==> src/hdl/quadrature_pi_position_servo_assert.svh <==
`ifndef QUADRATURE_PI_POSITION_SERVO_ASSERT_SVH
`define QUADRATURE_PI_POSITION_SERVO_ASSERT_SVH

`ifndef SYNTHESIS
`define QPPS_ASSERT_IMP(name, clk, rst_n, pre, post) \
    name: assert property (@(posedge clk) disable iff (!rst_n) (pre) |-> (post)) \
        else $error("qpps: check failed");
`define QPPS_ASSERT_NXT(name, clk, rst_n, pre, post) \
    name: assert property (@(posedge clk) disable iff (!rst_n) (pre) |=> (post)) \
        else $error("qpps: check failed");
`else
`define QPPS_ASSERT_IMP(name, clk, rst_n, pre, post)
`define QPPS_ASSERT_NXT(name, clk, rst_n, pre, post)
`endif

`endif

==> src/hdl/qpps_pkg.sv <==
package qpps_pkg;

    localparam int DEF_COUNTS_PER_TURN = 2880;
    localparam int DEF_INTEG_WIDTH     = 48;
    localparam int START_COUNT         = -720;

    localparam int TARGET_W   = 10;
    localparam int POS_OUT_W  = 13;
    localparam int DUTY_W     = 16;
    localparam int PGAIN_W    = 24;
    localparam int IGAIN_W    = 24;
    localparam int STEP_W     = 16;
    localparam int CFG_IDX_W  = 2;
    localparam int CFG_DATA_W = 24;
    localparam int Q_FRAC     = 16;

    localparam logic [PGAIN_W-1:0] PROP_GAIN_RST  = PGAIN_W'(3277);
    localparam logic [IGAIN_W-1:0] INTEG_GAIN_RST = IGAIN_W'(13107);
    localparam logic [STEP_W-1:0]  STEP_TIME_RST  = STEP_W'(1311);
    localparam logic [DUTY_W-1:0]  DUTY_MAX_RST   = DUTY_W'(60000);

    // shared multiplier and scaling
    localparam int MUL_A_W = 27;
    localparam int MUL_B_W = 24;
    localparam int MUL_P_W = MUL_A_W + MUL_B_W;
    localparam int SPLIT   = 27;
    localparam int ILIM_SH = 54;
    localparam int FULL_SH = 35;

    localparam int QUEUE_DEPTH = 2;
    localparam int QPTR_W      = (QUEUE_DEPTH > 1) ? $clog2(QUEUE_DEPTH) : 1;
    localparam int QCNT_W      = $clog2(QUEUE_DEPTH + 1);

    localparam logic [1:0] REQ_ENCODER = 2'd0;
    localparam logic [1:0] REQ_TICK    = 2'd1;
    localparam logic [1:0] REQ_TARGET  = 2'd2;

    localparam logic [1:0] AB_01 = 2'b01;
    localparam logic [1:0] AB_10 = 2'b10;
    localparam logic [1:0] AB_11 = 2'b11;

    typedef enum logic [CFG_IDX_W-1:0] {
        REG_PROP_GAIN  = 2'd0,
        REG_INTEG_GAIN = 2'd1,
        REG_STEP_TIME  = 2'd2,
        REG_DUTY_MAX   = 2'd3
    } cfg_reg_t;

    typedef enum logic [2:0] {
        OP_NOP      = 3'd0,
        OP_ENC_UP   = 3'd1,
        OP_ENC_DOWN = 3'd2,
        OP_ENC_HOLD = 3'd3,
        OP_TICK     = 3'd4,
        OP_TARGET   = 3'd5
    } op_t;

    typedef struct packed {
        op_t                         op;
        logic signed [TARGET_W-1:0]  target;
    } entry_t;

endpackage

==> src/hdl/qpps_intf.sv <==
interface qpps_cmd_if
    import qpps_pkg::*;
();
    logic                       valid;
    logic                       ready;
    logic [1:0]                 req_type;
    logic                       chan_a;
    logic                       chan_b;
    logic signed [TARGET_W-1:0] target_angle;

    modport source (output valid, output req_type, output chan_a, output chan_b,
                    output target_angle, input ready);
    modport sink (input valid, input req_type, input chan_a, input chan_b,
                  input target_angle, output ready);
endinterface

interface qpps_res_if
    import qpps_pkg::*;
();
    logic                        valid;
    logic                        ready;
    logic signed [POS_OUT_W-1:0] position_count;
    logic [DUTY_W-1:0]           duty;
    logic                        drive_dir;

    modport source (output valid, output position_count, output duty, output drive_dir,
                    input ready);
    modport sink (input valid, input position_count, input duty, input drive_dir,
                  output ready);
endinterface

interface qpps_cfg_if
    import qpps_pkg::*;
();
    logic                  valid;
    logic                  ready;
    logic [CFG_IDX_W-1:0]  index;
    logic [CFG_DATA_W-1:0] data;

    modport source (output valid, output index, output data, input ready);
    modport sink (input valid, input index, input data, output ready);
endinterface

==> src/hdl/qpps_front.sv <==
module qpps_front
    import qpps_pkg::*;
(
    input  logic       clk,
    input  logic       rst_n,
    qpps_cmd_if.sink   cmd,
    input  logic       full,
    output logic       push,
    output entry_t     push_data
);

    logic [1:0] last_ab_reg;
    logic [1:0] last_ab_next;
    logic [1:0] cur_ab;
    op_t        op;

    assign cur_ab    = {cmd.chan_a, cmd.chan_b};
    assign cmd.ready = !full;
    assign push      = cmd.valid && cmd.ready;

    always_comb
    begin
        op = OP_NOP;
        case (cmd.req_type)
            REQ_ENCODER:
            begin
                if ((last_ab_reg == AB_11 && cur_ab == AB_10) ||
                    (last_ab_reg == AB_10 && cur_ab == AB_11))
                begin
                    op = OP_ENC_DOWN;
                end
                else if ((last_ab_reg == AB_11 && cur_ab == AB_01) ||
                         (last_ab_reg == AB_01 && cur_ab == AB_11))
                begin
                    op = OP_ENC_UP;
                end
                else
                begin
                    op = OP_ENC_HOLD;
                end
            end
            REQ_TICK:   op = OP_TICK;
            REQ_TARGET: op = OP_TARGET;
            default:    op = OP_NOP;
        endcase
    end

    assign push_data.op     = op;
    assign push_data.target = cmd.target_angle;

    assign last_ab_next = (push && cmd.req_type == REQ_ENCODER) ? cur_ab : last_ab_reg;

    always_ff @(posedge clk or negedge rst_n)
    begin
        if (!rst_n)
        begin
            last_ab_reg <= '0;
        end
        else
        begin
            last_ab_reg <= last_ab_next;
        end
    end

endmodule

==> src/hdl/qpps_queue.sv <==
module qpps_queue
    import qpps_pkg::*;
(
    input  logic   clk,
    input  logic   rst_n,
    input  logic   push,
    input  entry_t push_data,
    output logic   full,
    input  logic   pop,
    output entry_t head,
    output logic   empty
);

    entry_t              slot_reg [QUEUE_DEPTH];
    logic [QPTR_W-1:0]   wr_ptr_reg;
    logic [QPTR_W-1:0]   wr_ptr_next;
    logic [QPTR_W-1:0]   rd_ptr_reg;
    logic [QPTR_W-1:0]   rd_ptr_next;
    logic [QCNT_W-1:0]   count_reg;
    logic [QCNT_W-1:0]   count_next;

    assign full  = (count_reg == QCNT_W'(QUEUE_DEPTH));
    assign empty = (count_reg == '0);
    assign head  = slot_reg[rd_ptr_reg];

    always_comb
    begin
        wr_ptr_next = wr_ptr_reg;
        rd_ptr_next = rd_ptr_reg;
        count_next  = count_reg;
        if (push)
        begin
            wr_ptr_next = (wr_ptr_reg == QPTR_W'(QUEUE_DEPTH - 1)) ? '0
                        : wr_ptr_reg + QPTR_W'(1);
        end
        if (pop)
        begin
            rd_ptr_next = (rd_ptr_reg == QPTR_W'(QUEUE_DEPTH - 1)) ? '0
                        : rd_ptr_reg + QPTR_W'(1);
        end
        if (push && !pop)
        begin
            count_next = count_reg + QCNT_W'(1);
        end
        else if (pop && !push)
        begin
            count_next = count_reg - QCNT_W'(1);
        end
    end

    always_ff @(posedge clk or negedge rst_n)
    begin
        if (!rst_n)
        begin
            wr_ptr_reg <= '0;
            rd_ptr_reg <= '0;
            count_reg  <= '0;
        end
        else
        begin
            wr_ptr_reg <= wr_ptr_next;
            rd_ptr_reg <= rd_ptr_next;
            count_reg  <= count_next;
        end
    end

    always_ff @(posedge clk)
    begin
        if (push)
        begin
            slot_reg[wr_ptr_reg] <= push_data;
        end
    end

endmodule

==> src/hdl/qpps_back.sv <==
`include "quadrature_pi_position_servo_assert.svh"

module qpps_back
    import qpps_pkg::*;
#(
    parameter int COUNTS_PER_TURN = DEF_COUNTS_PER_TURN,
    parameter int INTEG_WIDTH     = DEF_INTEG_WIDTH
)
(
    input  logic        clk,
    input  logic        rst_n,
    qpps_cfg_if.sink    cfg,
    qpps_res_if.source  res,
    input  entry_t      head,
    input  logic        empty,
    output logic        pop
);

    localparam int CNT_W     = $clog2((COUNTS_PER_TURN > 1024) ? COUNTS_PER_TURN : 1024) + 1;
    localparam int CNTX_W    = CNT_W + 1;
    localparam int ERR_W     = ((CNT_W > TARGET_W + 3) ? CNT_W : TARGET_W + 3) + 1;
    localparam int IW        = INTEG_WIDTH;
    localparam int INC_MAG_W = ERR_W + STEP_W;
    localparam int P_W       = ERR_W + PGAIN_W + 1;
    localparam int ITERM_W   = ILIM_SH + 1;
    localparam int S_W       = ((P_W + Q_FRAC > ITERM_W) ? P_W + Q_FRAC : ITERM_W) + 1;
    localparam int IT_W      = MUL_P_W + SPLIT;
    localparam int IMX_W     = (IW > 2 * SPLIT) ? IW : 2 * SPLIT;

    localparam logic signed [CNTX_W-1:0] CPT_X     = CNTX_W'(COUNTS_PER_TURN);
    localparam logic signed [CNTX_W-1:0] NEG_CPT_X = CNTX_W'(-COUNTS_PER_TURN);
    localparam logic signed [CNT_W-1:0]  START_POS = CNT_W'(START_COUNT);

    typedef enum logic [11:0] {
        ST_IDLE  = 12'b0000_0000_0001,
        ST_INC   = 12'b0000_0000_0010,
        ST_INTEG = 12'b0000_0000_0100,
        ST_PTERM = 12'b0000_0000_1000,
        ST_ILO   = 12'b0000_0001_0000,
        ST_IHI   = 12'b0000_0010_0000,
        ST_ISUM  = 12'b0000_0100_0000,
        ST_SUM   = 12'b0000_1000_0000,
        ST_MAG   = 12'b0001_0000_0000,
        ST_DLO   = 12'b0010_0000_0000,
        ST_DHI   = 12'b0100_0000_0000,
        ST_DONE  = 12'b1000_0000_0000
    } state_t;

    state_t                    state_reg;
    state_t                    state_next;

    logic [PGAIN_W-1:0]        prop_gain_reg;
    logic [IGAIN_W-1:0]        integ_gain_reg;
    logic [STEP_W-1:0]         step_time_reg;
    logic [DUTY_W-1:0]         duty_max_reg;

    logic signed [CNT_W-1:0]   pos_reg;
    logic signed [CNT_W-1:0]   pos_next;
    logic [IW-1:0]             ie_reg;
    logic [IW-1:0]             ie_next;
    logic signed [TARGET_W-1:0] target_reg;
    logic signed [TARGET_W-1:0] target_next;
    logic [DUTY_W-1:0]         held_duty_reg;
    logic [DUTY_W-1:0]         held_duty_next;
    logic                      held_dir_reg;
    logic                      held_dir_next;

    logic                      out_valid_reg;
    logic signed [POS_OUT_W-1:0] res_pos_reg;
    logic [DUTY_W-1:0]         res_duty_reg;
    logic                      res_dir_reg;
    logic                      out_free;
    logic                      load_out;

    logic [ERR_W-1:0]          errmag_reg;
    logic                      errneg_reg;
    logic                      errzero_reg;
    logic [MUL_P_W-1:0]        prod_reg;
    logic [MUL_P_W-1:0]        acc_reg;
    logic [P_W-1:0]            p_reg;
    logic [IMX_W-1:0]          imag_reg;
    logic [ITERM_W-1:0]        iterm_reg;
    logic [S_W-1:0]            s_reg;
    logic [FULL_SH-1:0]        mag_reg;
    logic                      sat_reg;

    logic [MUL_A_W-1:0]        mul_a;
    logic [MUL_B_W-1:0]        mul_b;

    logic signed [CNTX_W-1:0]  pos_ext;
    logic signed [CNTX_W-1:0]  pos_step;
    logic signed [CNT_W-1:0]   pos_wrapped;
    logic signed [ERR_W-1:0]   err_full;
    logic [ERR_W-1:0]          err_abs;
    logic [IW:0]               inc_u;
    logic [IW:0]               inc_x;
    logic [IW:0]               sum_x;
    logic [IW-1:0]             ie_sat;
    logic [IW-1:0]             ie_abs;
    logic [P_W-1:0]            pm;
    logic [P_W-1:0]            p_calc;
    logic [IT_W-1:0]           acc_sum;
    logic                      big;
    logic                      over;
    logic [S_W-1:0]            pe;
    logic [S_W-1:0]            it;
    logic [S_W-1:0]            s_calc;
    logic [S_W-1:0]            s_abs;
    logic [DUTY_W-1:0]         duty_raw;
    logic [DUTY_W-1:0]         duty_calc;

    assign cfg.ready          = 1'b1;
    assign out_free           = !out_valid_reg || res.ready;
    assign res.valid          = out_valid_reg;
    assign res.position_count = res_pos_reg;
    assign res.duty           = res_duty_reg;
    assign res.drive_dir      = res_dir_reg;

    // datapath arithmetic
    always_comb
    begin
        pos_ext  = CNTX_W'(pos_reg);
        pos_step = pos_ext;
        if (head.op == OP_ENC_UP)
        begin
            pos_step = pos_ext + CNTX_W'(1);
        end
        else if (head.op == OP_ENC_DOWN)
        begin
            pos_step = pos_ext - CNTX_W'(1);
        end
        pos_wrapped = (pos_step >= CPT_X || pos_step <= NEG_CPT_X) ? '0 : pos_step[CNT_W-1:0];

        err_full = (ERR_W'(target_reg) <<< 3) - ERR_W'(pos_reg);
        err_abs  = err_full[ERR_W-1] ? (~err_full + 1'b1) : err_full;

        inc_u  = (IW + 1)'(prod_reg[INC_MAG_W-1:0]);
        inc_x  = errneg_reg ? (~inc_u + 1'b1) : inc_u;
        sum_x  = {ie_reg[IW-1], ie_reg} + inc_x;
        ie_sat = (sum_x[IW] != sum_x[IW-1]) ? {sum_x[IW], {(IW - 1){~sum_x[IW]}}}
               : sum_x[IW-1:0];
        ie_abs = ie_reg[IW-1] ? (~ie_reg + 1'b1) : ie_reg;

        pm     = P_W'(prod_reg[P_W-2:0]);
        p_calc = errneg_reg ? (~pm + 1'b1) : pm;

        acc_sum = IT_W'(acc_reg) + (IT_W'(prod_reg) << SPLIT);
        big     = (imag_reg >> ILIM_SH) != '0;
        over    = acc_sum > (IT_W'(1) << ILIM_SH);

        pe     = {{(S_W - P_W - Q_FRAC){p_reg[P_W-1]}}, p_reg, {Q_FRAC{1'b0}}};
        it     = S_W'(iterm_reg);
        s_calc = ie_reg[IW-1] ? (pe - it) : (pe + it);
        s_abs  = s_reg[S_W-1] ? (~s_reg + 1'b1) : s_reg;

        duty_raw  = acc_sum[FULL_SH+DUTY_W-1:FULL_SH];
        duty_calc = (sat_reg || duty_raw > duty_max_reg) ? duty_max_reg : duty_raw;
    end

    // sequencer and shared multiplier operands
    always_comb
    begin
        state_next     = state_reg;
        pos_next       = pos_reg;
        ie_next        = ie_reg;
        target_next    = target_reg;
        held_duty_next = held_duty_reg;
        held_dir_next  = held_dir_reg;
        pop            = 1'b0;
        load_out       = 1'b0;
        mul_a          = '0;
        mul_b          = '0;
        case (state_reg)
            ST_IDLE:
            begin
                if (!empty && out_free)
                begin
                    pop = 1'b1;
                    case (head.op)
                        OP_ENC_UP, OP_ENC_DOWN, OP_ENC_HOLD:
                        begin
                            pos_next = pos_wrapped;
                            load_out = 1'b1;
                        end
                        OP_TARGET:
                        begin
                            target_next = head.target;
                            ie_next     = '0;
                            load_out    = 1'b1;
                        end
                        OP_TICK:
                        begin
                            state_next = ST_INC;
                        end
                        OP_NOP:
                        begin
                            load_out = 1'b1;
                        end
                        default:
                        begin
                            load_out = 1'b1;
                        end
                    endcase
                end
            end
            ST_INC:
            begin
                mul_a      = MUL_A_W'(errmag_reg);
                mul_b      = MUL_B_W'(step_time_reg);
                state_next = ST_INTEG;
            end
            ST_INTEG:
            begin
                mul_a      = MUL_A_W'(errmag_reg);
                mul_b      = MUL_B_W'(prop_gain_reg);
                ie_next    = ie_sat;
                state_next = ST_PTERM;
            end
            ST_PTERM:
            begin
                state_next = ST_ILO;
            end
            ST_ILO:
            begin
                mul_a      = imag_reg[SPLIT-1:0];
                mul_b      = MUL_B_W'(integ_gain_reg);
                state_next = ST_IHI;
            end
            ST_IHI:
            begin
                mul_a      = imag_reg[2*SPLIT-1:SPLIT];
                mul_b      = MUL_B_W'(integ_gain_reg);
                state_next = ST_ISUM;
            end
            ST_ISUM:
            begin
                state_next = ST_SUM;
            end
            ST_SUM:
            begin
                state_next = ST_MAG;
            end
            ST_MAG:
            begin
                state_next = ST_DLO;
            end
            ST_DLO:
            begin
                mul_a      = mag_reg[SPLIT-1:0];
                mul_b      = MUL_B_W'(duty_max_reg);
                state_next = ST_DHI;
            end
            ST_DHI:
            begin
                mul_a      = MUL_A_W'(mag_reg[FULL_SH-1:SPLIT]);
                mul_b      = MUL_B_W'(duty_max_reg);
                state_next = ST_DONE;
            end
            ST_DONE:
            begin
                // hold the upper partial product while the result waits
                mul_a = MUL_A_W'(mag_reg[FULL_SH-1:SPLIT]);
                mul_b = MUL_B_W'(duty_max_reg);
                if (out_free)
                begin
                    held_duty_next = duty_calc;
                    if (!errzero_reg)
                    begin
                        held_dir_next = !errneg_reg;
                    end
                    load_out   = 1'b1;
                    state_next = ST_IDLE;
                end
            end
            default:
            begin
                state_next = ST_IDLE;
            end
        endcase
    end

    always_ff @(posedge clk or negedge rst_n)
    begin
        if (!rst_n)
        begin
            state_reg      <= ST_IDLE;
            out_valid_reg  <= 1'b0;
            pos_reg        <= START_POS;
            ie_reg         <= '0;
            target_reg     <= '0;
            held_duty_reg  <= '0;
            held_dir_reg   <= 1'b0;
            prop_gain_reg  <= PROP_GAIN_RST;
            integ_gain_reg <= INTEG_GAIN_RST;
            step_time_reg  <= STEP_TIME_RST;
            duty_max_reg   <= DUTY_MAX_RST;
        end
        else
        begin
            state_reg     <= state_next;
            pos_reg       <= pos_next;
            ie_reg        <= ie_next;
            target_reg    <= target_next;
            held_duty_reg <= held_duty_next;
            held_dir_reg  <= held_dir_next;
            if (load_out)
            begin
                out_valid_reg <= 1'b1;
            end
            else if (res.ready)
            begin
                out_valid_reg <= 1'b0;
            end
            if (cfg.valid && cfg.ready)
            begin
                case (cfg.index)
                    REG_PROP_GAIN:  prop_gain_reg  <= cfg.data[PGAIN_W-1:0];
                    REG_INTEG_GAIN: integ_gain_reg <= cfg.data[IGAIN_W-1:0];
                    REG_STEP_TIME:  step_time_reg  <= cfg.data[STEP_W-1:0];
                    REG_DUTY_MAX:   duty_max_reg   <= cfg.data[DUTY_W-1:0];
                    default:
                    begin
                    end
                endcase
            end
        end
    end

    always_ff @(posedge clk)
    begin
        prod_reg <= MUL_P_W'(mul_a) * MUL_P_W'(mul_b);
        case (state_reg)
            ST_IDLE:
            begin
                errmag_reg  <= err_abs;
                errneg_reg  <= err_full[ERR_W-1];
                errzero_reg <= (err_full == '0);
            end
            ST_PTERM:
            begin
                p_reg    <= p_calc;
                imag_reg <= IMX_W'(ie_abs);
            end
            ST_IHI, ST_DHI:
            begin
                acc_reg <= prod_reg;
            end
            ST_ISUM:
            begin
                iterm_reg <= acc_sum[ITERM_W-1:0];
                sat_reg   <= ((integ_gain_reg != '0) && big) || over;
            end
            ST_SUM:
            begin
                s_reg <= s_calc;
            end
            ST_MAG:
            begin
                mag_reg <= s_abs[FULL_SH-1:0];
                sat_reg <= sat_reg || ((s_abs >> FULL_SH) != '0);
            end
            default:
            begin
            end
        endcase
        if (load_out)
        begin
            res_pos_reg  <= POS_OUT_W'(pos_next);
            res_duty_reg <= held_duty_next;
            res_dir_reg  <= held_dir_next;
        end
    end

    `QPPS_ASSERT_NXT(a_done_to_idle, clk, rst_n, state_reg == ST_DONE && out_free, state_reg == ST_IDLE)
    `QPPS_ASSERT_IMP(a_pterm_after_integ, clk, rst_n, state_reg == ST_PTERM, $past(state_reg) == ST_INTEG)
    `QPPS_ASSERT_IMP(a_err_zero_flag, clk, rst_n, state_reg != ST_IDLE, errzero_reg == (errmag_reg == '0))
    `QPPS_ASSERT_IMP(a_pos_range, clk, rst_n, 1'b1, (pos_ext < CPT_X && pos_ext > NEG_CPT_X) || pos_reg == START_POS)

endmodule

==> src/hdl/quadrature_pi_position_servo.sv <==
// PI position servo with a quadrature encoder front end. Each command word is an encoder
// sample, a control tick or a new target, and each yields one result word carrying the
// encoder count, the duty of the latest tick and the drive direction. A front stage decodes
// the encoder transition and queues the command; a back stage owns all servo state. Encoder,
// target and idle words leave the back stage in the cycle after it takes them, so they stream at
// one word per cycle while the result side is ready. A control tick holds the back stage from
// ST_INC to ST_DONE: its six products (integrator increment, proportional term, two halves
// of the integral term, two halves of the duty scaling) pass in turn through one registered
// 27x24 multiplier. Configuration is always ready and takes effect at once, even mid-tick.
module quadrature_pi_position_servo
    import qpps_pkg::*;
#(
    parameter int COUNTS_PER_TURN = DEF_COUNTS_PER_TURN,
    parameter int INTEG_WIDTH     = DEF_INTEG_WIDTH
)
(
    input  logic        clk,
    input  logic        rst_n,
    qpps_cmd_if.sink    cmd,
    qpps_cfg_if.sink    cfg,
    qpps_res_if.source  res
);

    entry_t push_data;
    entry_t head;
    logic   push;
    logic   full;
    logic   pop;
    logic   empty;

    qpps_front u_front (
        .clk       (clk),
        .rst_n     (rst_n),
        .cmd       (cmd),
        .full      (full),
        .push      (push),
        .push_data (push_data)
    );

    qpps_queue u_queue (
        .clk       (clk),
        .rst_n     (rst_n),
        .push      (push),
        .push_data (push_data),
        .full      (full),
        .pop       (pop),
        .head      (head),
        .empty     (empty)
    );

    qpps_back #(
        .COUNTS_PER_TURN (COUNTS_PER_TURN),
        .INTEG_WIDTH     (INTEG_WIDTH)
    ) u_back (
        .clk   (clk),
        .rst_n (rst_n),
        .cfg   (cfg),
        .res   (res),
        .head  (head),
        .empty (empty),
        .pop   (pop)
    );

endmodule
==> src/flat_wrapper.sv <==
// flat-port wrapper written by rule: the top's interface ports become plain ports
module quadrature_pi_position_servo_flat import qpps_pkg::*;
#(
    parameter int COUNTS_PER_TURN = DEF_COUNTS_PER_TURN,
    parameter int INTEG_WIDTH     = DEF_INTEG_WIDTH
)
  (clk, rst_n, cmd_valid, cmd_req_type, cmd_chan_a, cmd_chan_b, cmd_target_angle, cmd_ready, cfg_valid, cfg_index, cfg_data, cfg_ready, res_valid, res_position_count, res_duty, res_drive_dir, res_ready);
  qpps_cmd_if cmd_i ();
  qpps_cfg_if cfg_i ();
  qpps_res_if res_i ();
  input  logic clk;
  input  logic rst_n;
  input wire logic [$bits(cmd_i.valid)-1:0] cmd_valid;
  input wire logic [$bits(cmd_i.req_type)-1:0] cmd_req_type;
  input wire logic [$bits(cmd_i.chan_a)-1:0] cmd_chan_a;
  input wire logic [$bits(cmd_i.chan_b)-1:0] cmd_chan_b;
  input wire logic [$bits(cmd_i.target_angle)-1:0] cmd_target_angle;
  output wire logic [$bits(cmd_i.ready)-1:0] cmd_ready;
  input wire logic [$bits(cfg_i.valid)-1:0] cfg_valid;
  input wire logic [$bits(cfg_i.index)-1:0] cfg_index;
  input wire logic [$bits(cfg_i.data)-1:0] cfg_data;
  output wire logic [$bits(cfg_i.ready)-1:0] cfg_ready;
  output wire logic [$bits(res_i.valid)-1:0] res_valid;
  output wire logic [$bits(res_i.position_count)-1:0] res_position_count;
  output wire logic [$bits(res_i.duty)-1:0] res_duty;
  output wire logic [$bits(res_i.drive_dir)-1:0] res_drive_dir;
  input wire logic [$bits(res_i.ready)-1:0] res_ready;
  assign cmd_i.valid = cmd_valid;
  assign cmd_i.req_type = cmd_req_type;
  assign cmd_i.chan_a = cmd_chan_a;
  assign cmd_i.chan_b = cmd_chan_b;
  assign cmd_i.target_angle = cmd_target_angle;
  assign cmd_ready = cmd_i.ready;
  assign cfg_i.valid = cfg_valid;
  assign cfg_i.index = cfg_index;
  assign cfg_i.data = cfg_data;
  assign cfg_ready = cfg_i.ready;
  assign res_valid = res_i.valid;
  assign res_position_count = res_i.position_count;
  assign res_duty = res_i.duty;
  assign res_drive_dir = res_i.drive_dir;
  assign res_i.ready = res_ready;
  quadrature_pi_position_servo #(.COUNTS_PER_TURN(COUNTS_PER_TURN), .INTEG_WIDTH(INTEG_WIDTH)) u_core (.clk(clk), .rst_n(rst_n), .cmd(cmd_i), .cfg(cfg_i), .res(res_i));
endmodule
==> config.mk <==
export PLATFORM = sky130hd
export DESIGN_NAME = quadrature_pi_position_servo_flat
export DESIGN_NICKNAME = d
export VERILOG_FILES = /design/src/hdl/qpps_pkg.sv /design/src/hdl/qpps_intf.sv /design/src/hdl/qpps_front.sv /design/src/hdl/qpps_queue.sv /design/src/hdl/qpps_back.sv /design/src/hdl/quadrature_pi_position_servo.sv /design/src/flat_wrapper.sv
export VERILOG_INCLUDE_DIRS = /design/src /design/src/hdl
export SDC_FILE = /design/constraint.sdc
export NUM_CORES = 2
export LEC_CHECK = 0
export BUFFER_PORTS_ARGS = -buffer_cell sky130_fd_sc_hd__buf_2
export CAP_MARGIN = 20
export CORE_MARGIN = 4
export CORE_UTILIZATION = 59
export DETAILED_ROUTE_END_ITERATION = 8
export PLACE_DENSITY_LB_ADDON = 0.08
export SLEW_MARGIN = 5
export SYNTH_ARGS = -nofsm -noshare
export SYNTH_HDL_FRONTEND = slang
export SYNTH_HIERARCHICAL = 1
export SYNTH_SLANG_ARGS = --single-unit
==> constraint.sdc <==
create_clock -name clk -period 13.95 [get_ports clk]
set_input_delay 2.79 -clock clk [delete_from_list [all_inputs] [get_ports clk]]
set_output_delay 2.79 -clock clk [all_outputs]
set_load 0.01 [all_outputs]
==> flow_summary.ini <==
[drt]
drc = 0
vias = 43700
dr.pass1.iters = 8
viasPerCell = 6.16
wl_um = 174000
wire_per_inst_um = 24.5
drtIter0Drc = 4649
antenna_left = 0

[timing]
relSlewSlack_pct = 24.4
setup_tns_ns = 0
finalSetupViolCount = 0
finClkSkew_ns = 0.0240
grt_setup_unrepaired = false
fmax_mhz = 84.2
whs_ns = 0.451
tightest_slew_ns = 1.13
period_share_pct = 85.1
slew_viol_final = 0
fin_crit_ns = 11.88
hold_viol_final = 0

[layout]
largest_reg_flops = 56
layout_commonest_cell = inv_1
area_delta_synth_final_pct = 7.56
regArea_mm2 = 0.0165
fin_nets = 6747
fill_cells = 7743
multi_input_area_mm2 = 0.0346
most-common-layout-cells = 830 x inv_1, 828 x nand2_1, 551 x fa_1, 379 x nor2_1, 361 x ha_1
drive_gt1_share_pct = 8.72

[worst_setup_path]
cp_common_cell = fa_1
r2r_slack_ns = 2.07
required_ns = 14.51
path_delay_family = adder cells
cpMaxStageDelayCell = nand2_1
worstSetupStartpointType = register
critPathMaxStageDelay_ns = 0.91
critPathKind = register to register
arrival_ns = 12.43
path_buf_inv = 6
worst_setup_path_end_kind = register
path_max_fanout = 34

[pwr]
p_int_uw = 4190
p_leak_uw = 0.0264
switching_power_uw = 2630
powerDensity_mw_per_mm2 = 115
p_clk_share_pct = 27.6
seqPwrFrac_pct = 37.4
max-vdd-ir-drop_v = 0.000136
swShare_pct = 38.6
p_comb_share_pct = 35.0

[synth]
yosys.area.top_type = fa_1
syn_inst = 5790
synth-seq-area-share_pct = 29.9
syn-mean-instance-area_um2 = 9.52
ys_types = 106
synthTopCellsByArea = fa_1 20%, edfxtp_1 19%, ha_1 8.2%
async_flop_share_pct = 31.4
syn-num-nets = 6747
ys_seq_elements = 595
syn_area_mm2 = 0.0551
synth_flop_cell = edfxtp_1
yosysTopAreaCellShare_pct = 20.0
synth-edff-count = 357
yosysWarnings = 6

[placement]
io_buffers = 76
finalWeightedCongestion = 0.979
dpl.hpwl_um = 135000

[clock_tree]
cts_tree = built
clk_pin_slew_ns = 0.06
cts_resized = 0
clock_latency_ns = 0.63
cts_hold_buf = 0
htree_levels = 3
cts_root_buf = clkbuf_16
cts_buffers = 71
cts.sinks = 595
clockBufferDepth = 3
post_cts_buffers = 0

[die]
core-area_mm2 = 0.0922
die-width_um = 314
initial_core_util_pct = 59.8
die-area_mm2 = 0.0984
ios = 78
rows = 111
die_height_um = 314

[global_routing]
grt_max_degree = 71
grt.total_usage_pct = 35.4
overflow = 0
antenna_found_initial = 2
grt_pass1_vias = 42800
grt_pass1_wl_um = 263000

[outcome]
outcome = finished clean

[hold_path]
hold_path.class = register to register

[run]
cap_violations = 0
## worst reg2reg max path: cells and delay by family (launching register included)
kind                       cells  cell delay, ns
adders and majority gates      8            3.89
and+or+nand+nor               10            3.84
xor gates and xnor gates       1            0.15
buffers and inverters          6            0.63
AOI/OAI and AO/OA              9            2.90
DFF                            1            0.43
## routing by layer
metal	track usage [%]	up-vias	wire length (um)
met5	0	-	9
met4	16.2	2	9550
met3	8.68	435	18800
met2	52.2	2126	74300
met1	49.8	21800	71000
li1	-	19400	-
## synthesized netlist by cell type (12+ instances only)
cell / number
inv_1: 830
a22o_1: 16
a21oi_1: 252
a222oi_1: 17
o31ai_1: 65
nand3_1: 59
o211ai_1: 26
ha_1: 361
a21boi_0: 12
o21ai_0: 201
xnor2_1: 253
a211oi_1: 26
nor3b_1: 14
fa_1: 551
nor4_1: 30
o21a_1: 31
xor2_1: 69
nand2_1: 828
dfxtp_1: 51
nor3_1: 55
dfstp_2: 36
or4_1: 33
o41ai_1: 23
a22oi_1: 31
o21ai_1: 45
dfrtp_1: 151
nand2b_1: 43
or3_1: 58
o21bai_1: 39
a31oi_1: 38
buf_1: 18
nor2_1: 379
and3_1: 23
nor2b_1: 29
mux2i_1: 28
a21o_1: 68
clkbuf_1: 205
and2_1: 49
edfxtp_1: 357
nand4_1: 45
or2_2: 22
mux2_2: 106
## kinds of logic after synthesis
| group | share of synthesized area, % |
|---|---|
| AND/OR/NAND/NOR | 14.4 |
| buffers and inverters | 7.54 |
| AO/OA/AOI/OAI | 12.0 |
| adder cells (fa/ha/maj) | 28.2 |
| flip-flops | 29.9 |
| XOR/XNOR | 5.22 |
| multiplexers | 2.73 |
| other | 0.00680 |
## power by group through the flow
stage | registers (uW) | clock network [uW] | logic (uW)
2_1_floorplan | 2430 | 0 | 1660
3_3_place_gp | 2560 | 0 | 2270
3_5_place_dp | 2560 | 0 | 2300
4_1_cts | 2530 | 1910 | 2310
5_1_grt | 2570 | 1990 | 2570
6_report | 2550 | 1880 | 2380
## area by class of cell
class                      instances  area share (%)
multi-input combinational       4114            58.3
sequential                       595            27.8
inverter                         830            5.26
clock buffer                      91            3.38
tap                             1243            2.62
timing repair buffer             178            2.03
clock inverter                    39           0.597
antenna                            2         0.00844
## worst paths after layout
check,cells after the start,to,start
max,34,u_core/u_back/prod_reg[49]$_DFF_P_,u_core/u_back/state_reg[2]$_DFFE_PN0P_
min,0,u_core/u_back/iterm_reg[15]$_DFFE_PP_,u_core/u_back/acc_reg[15]$_DFFE_PP_
max reg2reg,34,u_core/u_back/prod_reg[49]$_DFF_P_,u_core/u_back/state_reg[2]$_DFFE_PN0P_
min reg2reg,0,u_core/u_back/iterm_reg[15]$_DFFE_PP_,u_core/u_back/acc_reg[15]$_DFFE_PP_
max in group asynchronous,2,u_core/u_back/ie_reg[6]$_DFFE_PN0P_,rst_n
min in group asynchronous,1,u_core/u_front/last_ab_reg[0]$_DFFE_PN0P_,rst_n
## through the flow
stage,instance area [um^2],total power (uW),worst slack (ns),utilization (%),std cells
after floorplan,55100,4080,4.37,-,5790
after global placement,56800,4830,2.61,61.6,6956
after detailed placement,56800,4860,2.37,61.6,6956
after CTS,59200,6750,2.26,64.2,7086
after global routing,59300,7130,1.55,64.3,7090
final,59300,6810,2.07,64.3,7092
Power figures use the tool's default switching activity.
